==> src/hw/rtl/lpm_pkg.sv <==
package lpm_pkg;

  localparam int ADDR_BITS          = 32;
  localparam int LEN_W              = 6;
  localparam int IFC_W              = 3;
  localparam int TTL_W              = 8;
  localparam int ROUTE_ENTRIES_DEF  = 16;
  localparam int INTERFACES_DEF     = 8;

  typedef enum logic [2:0] {
    ST_FORWARD  = 3'd0,
    ST_TTL_DROP = 3'd1,
    ST_NO_ROUTE = 3'd2,
    ST_ADDED    = 3'd3,
    ST_FULL     = 3'd4
  } status_t;

  typedef enum logic {
    REQ_ADD   = 1'b0,
    REQ_ROUTE = 1'b1
  } req_t;

  // Route entry as written into one cell.
  typedef struct packed {
    logic [ADDR_BITS-1:0] prefix;
    logic [LEN_W-1:0]     len;
    logic [ADDR_BITS-1:0] mask;
    logic                 has_hop;
    logic [ADDR_BITS-1:0] hop;
    logic [IFC_W-1:0]     ifc;
  } entry_t;

  // Lookup token handed from cell to cell, carrying the best match so far.
  typedef struct packed {
    logic                 valid;
    logic [ADDR_BITS-1:0] dst;
    logic [TTL_W-1:0]     ttl;
    logic                 found;
    logic [LEN_W-1:0]     best_len;
    logic [IFC_W-1:0]     ifc;
    logic [ADDR_BITS-1:0] hop;
  } token_t;

  // Mask with the leading len bits set; len is already saturated to 32.
  function automatic logic [ADDR_BITS-1:0] len_mask(input logic [LEN_W-1:0] len);
    return ~({ADDR_BITS{1'b1}} >> len);
  endfunction

  // Wraps a 3-bit interface number into 0..n-1 by repeated subtraction.
  function automatic logic [IFC_W-1:0] ifc_wrap(input logic [IFC_W-1:0] v, input int n);
    logic [IFC_W-1:0] r;
    r = v;
    for (int k = 0; k < (1 << IFC_W); k++) begin
      if (int'(r) >= n) begin
        r = r - IFC_W'(n);
      end
    end
    return r;
  endfunction

endpackage

==> src/hw/rtl/lpm_cell.sv <==
// One route entry plus one stage of the lookup chain.
module lpm_cell (
  input  logic            clk,
  input  logic            rst,
  input  logic            wr_en,
  input  lpm_pkg::entry_t wr_entry,
  input  logic            active,
  input  lpm_pkg::token_t tok_in,
  output lpm_pkg::token_t tok_out
);

  lpm_pkg::entry_t entry;
  logic            hit;

  always_ff @(posedge clk) begin
    if (wr_en) begin
      entry <= wr_entry;
    end
  end

  assign hit = active && tok_in.valid
            && (((tok_in.dst ^ entry.prefix) & entry.mask) == '0)
            && (entry.len >= tok_in.best_len);

  always_ff @(posedge clk) begin
    if (rst) begin
      tok_out.valid <= 1'b0;
    end else begin
      tok_out.valid <= tok_in.valid;
    end
    tok_out.dst <= tok_in.dst;
    tok_out.ttl <= tok_in.ttl;
    if (hit) begin
      tok_out.found    <= 1'b1;
      tok_out.best_len <= entry.len;
      tok_out.ifc      <= entry.ifc;
      tok_out.hop      <= entry.has_hop ? entry.hop : tok_in.dst;
    end else begin
      tok_out.found    <= tok_in.found;
      tok_out.best_len <= tok_in.best_len;
      tok_out.ifc      <= tok_in.ifc;
      tok_out.hop      <= tok_in.hop;
    end
  end

endmodule

==> src/hw/rtl/longest_prefix_match_router_core.sv <==
// IPv4 longest-prefix-match router core. Each route lives in its own cell of a chain of
// ROUTE_ENTRIES cells. An add request writes the next free cell and its result (route added,
// or table full) is ready in the cycle after acceptance. A route request whose TTL is zero or
// one is answered in the same way. Any other route request launches a lookup token into the
// head of the chain; the token moves one cell per cycle, each cell comparing the destination
// under its own mask and keeping the longest (and, on a tie, the later) match, and the
// result passes from the last cell into the output register. That walk along
// the chain sets the lookup rate: the core takes one request at a time and accepts the next
// request once the lookup has left the chain and the output register is free or being read.
module longest_prefix_match_router_core #(
  parameter int ROUTE_ENTRIES = lpm_pkg::ROUTE_ENTRIES_DEF,
  parameter int INTERFACES    = lpm_pkg::INTERFACES_DEF
) (
  input  logic         clk,
  input  logic         rst,
  input  logic         s_tvalid,
  output logic         s_tready,
  // From bit 0: add_prefix[31:0], prefix_len[37:32], has_next_hop[38],
  // next_hop_ip[70:39], interface_index[73:71], dst_address[105:74],
  // time_to_live[113:106], zero padding[119:114].
  input  logic [119:0] s_tdata,
  // req_type: 0 adds a route, 1 routes a datagram.
  input  logic         s_tuser,
  output logic         m_tvalid,
  input  logic         m_tready,
  // From bit 0: status[2:0], out_interface[5:3], next_hop_address[37:6],
  // new_ttl[45:38], zero padding[47:46].
  output logic [47:0]  m_tdata
);

  localparam int CNT_W = $clog2(ROUTE_ENTRIES + 1);

  // Request fields, unpacked from the input bus.
  logic [31:0] add_prefix;
  logic [5:0]  prefix_len;
  logic        has_next_hop;
  logic [31:0] next_hop_ip;
  logic [2:0]  interface_index;
  logic [31:0] dst_address;
  logic [7:0]  time_to_live;

  assign add_prefix      = s_tdata[31:0];
  assign prefix_len      = s_tdata[37:32];
  assign has_next_hop    = s_tdata[38];
  assign next_hop_ip     = s_tdata[70:39];
  assign interface_index = s_tdata[73:71];
  assign dst_address     = s_tdata[105:74];
  assign time_to_live    = s_tdata[113:106];

  // Control state.
  logic [CNT_W-1:0] route_count;
  logic             busy;

  // Result register.
  lpm_pkg::status_t res_status;
  logic [2:0]       res_ifc;
  logic [31:0]      res_hop;
  logic [7:0]       res_ttl;

  logic accept;
  logic is_add;
  logic table_full;
  logic add_ok;
  logic ttl_drop;
  logic launch;

  lpm_pkg::entry_t  wr_entry;
  lpm_pkg::token_t  tok [ROUTE_ENTRIES+1];
  lpm_pkg::token_t  tok_exit;
  logic [5:0]       sat_len;

  // The core holds one request at a time; a new one is taken only out of reset, with the
  // output slot free, or being emptied in this very cycle.
  assign s_tready   = !rst && !busy && (!m_tvalid || m_tready);
  assign accept     = s_tvalid && s_tready;
  assign is_add     = (s_tuser == lpm_pkg::REQ_ADD);
  assign table_full = (route_count >= CNT_W'(ROUTE_ENTRIES));
  assign add_ok     = accept && is_add && !table_full;
  assign ttl_drop   = (time_to_live <= 8'd1);
  assign launch     = accept && !is_add && !ttl_drop;

  // Prefix lengths above 32 are stored as 32; the mask is worked out once, at write time.
  assign sat_len = (prefix_len > 6'(lpm_pkg::ADDR_BITS)) ? 6'(lpm_pkg::ADDR_BITS) : prefix_len;

  assign wr_entry.prefix  = add_prefix;
  assign wr_entry.len     = sat_len;
  assign wr_entry.mask    = lpm_pkg::len_mask(sat_len);
  assign wr_entry.has_hop = has_next_hop;
  assign wr_entry.hop     = next_hop_ip;
  assign wr_entry.ifc     = lpm_pkg::ifc_wrap(interface_index, INTERFACES);

  // The head of the chain sees a fresh token only in the launch cycle.
  assign tok[0].valid    = launch;
  assign tok[0].dst      = dst_address;
  assign tok[0].ttl      = time_to_live - 8'd1;
  assign tok[0].found    = 1'b0;
  assign tok[0].best_len = '0;
  assign tok[0].ifc      = '0;
  assign tok[0].hop      = '0;

  // One cell per route. A cell takes part in a lookup only once its entry has been
  // written, which is exactly when its position lies below the route count.
  for (genvar i = 0; i < ROUTE_ENTRIES; i++) begin : g_cell
    lpm_cell u_cell (
      .clk      (clk),
      .rst      (rst),
      .wr_en    (add_ok && (route_count == CNT_W'(i))),
      .wr_entry (wr_entry),
      .active   (route_count > CNT_W'(i)),
      .tok_in   (tok[i]),
      .tok_out  (tok[i+1])
    );
  end

  assign tok_exit = tok[ROUTE_ENTRIES];

  always_ff @(posedge clk) begin
    if (rst) begin
      route_count <= '0;
      busy        <= 1'b0;
      m_tvalid    <= 1'b0;
    end else begin
      if (m_tvalid && m_tready) begin
        m_tvalid <= 1'b0;
      end
      if (add_ok) begin
        route_count <= route_count + CNT_W'(1);
      end
      if (launch) begin
        busy <= 1'b1;
      end
      if (tok_exit.valid) begin
        busy     <= 1'b0;
        m_tvalid <= 1'b1;
      end
      if (accept && !launch) begin
        m_tvalid <= 1'b1;
      end
    end

    // Result payload; fields other than the status are zero unless the datagram is
    // forwarded.
    if (accept && !launch) begin
      res_ifc <= '0;
      res_hop <= '0;
      res_ttl <= '0;
      if (is_add) begin
        res_status <= table_full ? lpm_pkg::ST_FULL : lpm_pkg::ST_ADDED;
      end else begin
        res_status <= lpm_pkg::ST_TTL_DROP;
      end
    end else if (tok_exit.valid) begin
      if (tok_exit.found) begin
        res_status <= lpm_pkg::ST_FORWARD;
        res_ifc    <= tok_exit.ifc;
        res_hop    <= tok_exit.hop;
        res_ttl    <= tok_exit.ttl;
      end else begin
        res_status <= lpm_pkg::ST_NO_ROUTE;
        res_ifc    <= '0;
        res_hop    <= '0;
        res_ttl    <= '0;
      end
    end
  end

  assign m_tdata = {2'b00, res_ttl, res_hop, res_ifc, res_status};

`ifndef SYNTHESIS
  // No request may be taken while a lookup is still walking the chain.
  assert property (@(posedge clk) disable iff (rst) busy |-> !s_tready)
    else $error("request accepted during a lookup");

  // A token only leaves the chain while a lookup is outstanding.
  assert property (@(posedge clk) disable iff (rst) tok_exit.valid |-> busy)
    else $error("lookup result without an outstanding lookup");

  // A lookup result must land in an empty output register.
  assert property (@(posedge clk) disable iff (rst) tok_exit.valid |-> !m_tvalid)
    else $error("lookup result would overwrite a pending result");

  // The route count never passes the table size.
  assert property (@(posedge clk) disable iff (rst) route_count <= CNT_W'(ROUTE_ENTRIES))
    else $error("route count beyond table size");

  // The route count only ever grows by one, and only on an accepted add.
  assert property (@(posedge clk) disable iff (rst)
    (!$past(rst) && (route_count != $past(route_count)))
      |-> (route_count == $past(route_count) + CNT_W'(1)) && $past(add_ok))
    else $error("route count changed without an add");
`endif

endmodule

==> config.mk <==
export PLATFORM = sky130hd
export DESIGN_NAME = longest_prefix_match_router_core
export DESIGN_NICKNAME = d
export VERILOG_FILES = /design/src/hw/rtl/lpm_pkg.sv /design/src/hw/rtl/lpm_cell.sv /design/src/hw/rtl/longest_prefix_match_router_core.sv
export SDC_FILE = /design/constraint.sdc
export NUM_CORES = 2
export LEC_CHECK = 0
export BUFFER_PORTS_ARGS = -buffer_cell sky130_fd_sc_hd__buf_2
export CAP_MARGIN = 5
export CELL_PAD_IN_SITES_DETAIL_PLACEMENT = 1
export CELL_PAD_IN_SITES_GLOBAL_PLACEMENT = 1
export CORE_ASPECT_RATIO = 0.7
export CORE_MARGIN = 8
export CORE_UTILIZATION = 40
export CTS_CLUSTER_DIAMETER = 80
export DETAILED_ROUTE_END_ITERATION = 7
export PLACE_DENSITY_LB_ADDON = 0.1
export SLEW_MARGIN = 5
export SYNTH_ARGS = -nofsm -noshare
export SYNTH_HDL_FRONTEND = slang
export SYNTH_SLANG_ARGS = --single-unit
==> constraint.sdc <==
create_clock -name clk -period 12.21 [get_ports clk]
set_clock_uncertainty 0.15 [all_clocks]
set_input_delay 0.6105 -clock clk [delete_from_list [all_inputs] [get_ports clk]]
set_output_delay 0.6105 -clock clk [all_outputs]
set_load 0.01 [all_outputs]
* After elaboration in Yosys (flattened, before gate mapping) *
Cells that the tools add are included.

storage, ports and cells
  register bits = 3,039
  output and inout bits = 50

operators by class
  shift operators = 1
  add/sub/neg operators = 2
  bitwise logic cells = 34
  reduce and logical (&&, ||, !) cells = 100
  muxes and demuxes = 44
  eq/ne operators = 15
  $lt $le $gt $ge = 35

operators with widths
  operator                 number
  $mux W41                 14
  $mux W32                 17
  $and A32 B32 Y32         16
  $logic_not A32 Y1        16
  $xor A32 B32 Y32         16
  $ge A6 B6 Y1             15
  $logic_and A1 B1 Y1      73
  $mux W42                 1
  $eq A5 B4 Y1 const B     8
  $gt A5 B4 Y1 const B     8
  $mux W35                 1
  $not A32 Y32             1
  $shr A32 B6 Y32 const A  1
  $eq A5 B3 Y1 const B     4
  $gt A5 B3 Y1 const B     4
  $mux W3                  5
  $eq A5 B2 Y1 const B     2
  $gt A5 B1 Y1 const B     2
  $gt A5 B2 Y1 const B     2
  $le A8 B1 Y1 const B     1
  $mux W8                  1
  $sub A8 B1 Y8 const B    1
  $ge A6 B1 Y1 const B     1
  $gt A6 B6 Y1 const B     1
  other kinds (13)         20

* Longest topological paths before layout *
  depth after elaboration = 10
  depth in mapped cells = 11
  depth with buffers taken out = 8

* Cells and area by module *
A second synthesis with hierarchy kept.

unflattened totals
  cells, all modules = 5,923
  area, all modules = 107,280.4 µm²

by module, submodules not included
  module                            cells each  area an instance (µm²)  instances
  lpm_cell                          345         6,515.0                 16
  longest_prefix_match_router_core  403         3,040.4                 1

* Least setup slack after synthesis *
OpenSTA, ideal clock, no wires.

  kind = in2reg
  start = input port m_tready
  end = register g_cell[13].u_cell.entry[0] (netlist bit), enable pin
  library setup time = 0.697 ns
  path buffers = 0
  cell stages on the path = 3
  data arrival time = 8.133 ns
  setup slack = 3.230 ns
  required time = 11.363 ns
  cells stage by stage = nand2b_1 -> nand3_1 -> nor3_1

on the way
  word-level cells in the longest chain between the ends = 6

RTL lines
  element                            line                                     RTL
  start, declared                    longest_prefix_match_router_core.sv:25   input logic m_tready,
  $logic_or A1 B1 Y1                 longest_prefix_match_router_core.sv:74   assign s_tready = !rst && !busy && (!m_tvalid || m_tready);
  $logic_and A1 B1 Y1                longest_prefix_match_router_core.sv:74
  $logic_and A1 B1 Y1                longest_prefix_match_router_core.sv:75   assign accept = s_tvalid && s_tready;
  $logic_and A1 B1 Y1 (2 in series)  longest_prefix_match_router_core.sv:78   assign add_ok = accept && is_add && !table_full;
  $logic_and A1 B1 Y1                longest_prefix_match_router_core.sv:107  .wr_en (add_ok && (route_count == CNT_W'(i))),
  via g_cell[13].u_cell.wr_en        lpm_cell.sv:5                            input logic wr_en,
  end signal, assigned               lpm_cell.sv:17                           entry <= wr_entry;
  end, declared                      lpm_cell.sv:12                           lpm_pkg::entry_t entry;

The timed path passes the listed nets, and every way through them passes these cells.
A chain may end at the register's enable or synchronous reset.

* Worst setup path after layout *
  start = register route_count[4]
  end = register g_cell[15].u_cell.tok_out[2] (netlist bit)

on the way
  word-level cells in the longest chain between the ends = 5

RTL lines
  element                 line                                     RTL
  start, declared         longest_prefix_match_router_core.sv:51   logic [CNT_W-1:0] route_count;
  start signal, assigned  longest_prefix_match_router_core.sv:127  route_count <= route_count + CNT_W'(1);
  $gt A5 B4 Y1            longest_prefix_match_router_core.sv:109  .active (route_count > CNT_W'(i)),
  $logic_and A1 B1 Y1     lpm_cell.sv:21                           assign hit = active && tok_in.valid
  $logic_and A1 B1 Y1     lpm_cell.sv:22                           && (((tok_in.dst ^ entry.prefix) & entry.mask) == '0)
  $logic_and A1 B1 Y1     lpm_cell.sv:23                           && (entry.len >= tok_in.best_len);
  $mux W35                lpm_cell.sv:33                           if (hit) begin
  end, declared           lpm_cell.sv:9                            output lpm_pkg::token_t tok_out

No other way between the ends.

==> results.tsv <==
metric	value	unit
wirelength	284000	um
hold_path_class	input port to register	
worstSetupPathType	register to register	
min_from	s_tdata[71]	
num_vias	49400	
ys_ff_latch	3023	
io_pins	175	
critPathRequiredTime	12770	ps
slew_violations	0	
drt-initial-drc-count	4841	
p_leak	0.0426	uW
clk_pin_slew_worst_paths	60	ps
drive_gt1_frac	0.271	
drtAntennaViolNets	0	
whs_path_depth	1	
grt_max_degree	77	
postSynthCellCount	5742	
io_buffers	166	
grt_pass1_wl	394000	um
grt_overflow_total	0	
crit_slowest_cell	or4_2	
most-common-layout-cells	edfxtp_1, dfxtp_1, mux2_2, xor2_1, clkbuf_16	
ys.flop_type	edfxtp_1	
clk_latency	840	ps
gp_congestion	0.836	
power.total	20500	uW
grt_usage	0.204	
fmax	0.217	GHz
cts_sinks	3023	
cts_tree	built	
powerDensity	175	nW/um^2
route.detailed.drc	0	
final_hold_viol_count	0	
firstDrtPassIters	5	
ys_types	49	
syn_area	102000	sq um
reg2reg_from	route_count[4]	
rows	154	
arrival	5170	ps
crit_family	simple AND/OR/NAND/NOR gates	
cp-start-kind	register	
cap_violations	0	
initial_utilization	0.403	
wl_per_cell	29.0	um
yosys_warnings	0	
die_y	438	um
place_inst	9175	
cts-htree-levels	5	
path_cells	inv_1 -> ha_1 -> a2111oi_1 -> nand4_1 -> or4_2 -> buf_4 -> mux2_2	
outcome	completed	
dpl_worst_slack	7210	ps
fin_tns_setup	0	ps
final_common_cell	edfxtp_1	
cts_buffers	297	
ys_seq_area_frac	0.762	
fillers	23600	
post-route-period-util	0.377	
peakVddDrop	0.103	mV
post_synth.cell_area_avg	17.7	sq um
period_minus_slack	4600	ps
grt_pass1_vias	50700	
syn_to_final_growth	15.0	%
clockBufferDepth	4	
dpl.hpwl	199000	um
cts.root.buffer_cell	clkbuf_16	
die_area	270000	sq um
die_w	618	um
cpPeakStageDelay	940	ps
r2r_slack	7610	ps
critPathMaxFanout	27	
synth-edff-count	1683	
core-area	252000	sq um
drt-vias-per-instance	5.04	
worst-path-buf-inv	2	
rsz0062_at_grt	false	
timing.final.ws_setup	7610	ps
antenna_found_initial	39	
hold_end	g_cell[5].u_cell.entry[0]	
cp-end-kind	register	
relSlewSlack	0.170	
setup_viol	0	
synth-async-reset-ratio	0	
finalNonFillerCells	9791	
worst_pin_slew	1240	ps
fin_nets	6385	
rr_worst_depth	7	
r2r_end	g_cell[15].u_cell.tok_out[2]	
## cells in the mapped netlist (all sizes together) (7+ instances only)
cell type,instances,area [sq um]
a222oi,15,150
a21oi,35,175
buf,46,285
nand4,51,319
clkbuf,120,450
inv,127,477
xor2,518,4540
a22o,94,823
nand3,15,75.1
and4,7,61.3
edfxtp,1683,50500
ha,96,1200
mux2i,33,330
dfxtp,1340,26800
a22oi,126,946
nor3,11,55.1
nand2b,27,169
nand2,40,150
o211ai,10,75.1
and3,9,56.3
o21ai,37,185
a221oi,51,447
mux2,1089,12300
nor2,80,300
nor2b,16,100
## registers in the layout, summed over array words and instances (netlist names)
register,flops
g_cell.u_cell.entry,1680
g_cell.u_cell.tok_out,1290
res_hop,32
res_ttl,8
route_count,5
res_ifc,3
res_status,3
busy,1
m_tvalid,1
## logic make-up (layout without fill, tap and decap cells)
family / after synthesis / count (layout) / share of synthesized area
AOI/OAI and AO/OA: 409 / 409 / 0.0310
muxes: 1122 / 1122 / 0.124
adders and majority gates: 96 / 96 / 0.0118
other: 1 / 37 / 0.0000369
buffers and inverters: 293 / 952 / 0.0119
and+or+nand+nor: 277 / 277 / 0.0141
DFF: 3023 / 3023 / 0.762
xor gates and xnor gates: 521 / 521 / 0.0449
## cell type report
class	count	area (sq um)	share of cell area
diodes	35	87.6	0.000750
clock buffers	456	8830	0.0757
clock inverters	81	654	0.00561
inverters	127	477	0.00408
multi-input cells	2427	23300	0.199
flip-flops and latches	3023	77400	0.663
well taps	3354	4200	0.0359
repair buffers	288	1860	0.0159
## timing repair
item	CTS	global route
gates resized for setup	0	0
hold endpoints to repair	73	0
setup buffers	0	0
hold buffers	44	0
## how the worst max path moves through the flow
stage | slack, ps | endpoint | startpoint | cells past startpoint
2_1_floorplan | 3230 | g_cell[13].u_cell.entry[0] | m_tready | 3
3_3_place_gp | 7310 | g_cell[6].u_cell.entry[22] | rst | 7
3_5_place_dp | 7210 | g_cell[6].u_cell.entry[16] | rst | 7
4_1_cts | 7740 | g_cell[15].u_cell.tok_out[2] | route_count[4] | 7
5_1_grt | 7600 | g_cell[15].u_cell.tok_out[2] | route_count[4] | 7
6_report | 7610 | g_cell[15].u_cell.tok_out[2] | route_count[4] | 7
## metal layers
layer | GRT usage | wire length [um] | up-vias
met3 | 0.0323 | 17300 | 361
met4 | 0.0575 | 7990 | 0
li1 | - | - | 22200
met2 | 0.292 | 117000 | 1431
met1 | 0.319 | 142000 | 25400
met5 | 0 | 0 | -
## stage by stage
stage / utilization / area, sq um / hold WS [ps]
2_1_floorplan: - / 102000 / 160
3_3_place_gp: 0.423 / 107000 / 160
3_5_place_dp: 0.423 / 107000 / 163
4_1_cts: 0.463 / 117000 / 51.5
5_1_grt: 0.463 / 117000 / 95.8
6_report: 0.463 / 117000 / 123
## power by group
group | leakage, uW | switching [uW] | internal (uW)
registers | 0.0261 | 108 | 10900
logic | 0.0118 | 383 | 126
clock network | 0.00467 | 3800 | 5190
Note: power is estimated with default switching activity, not from simulation.
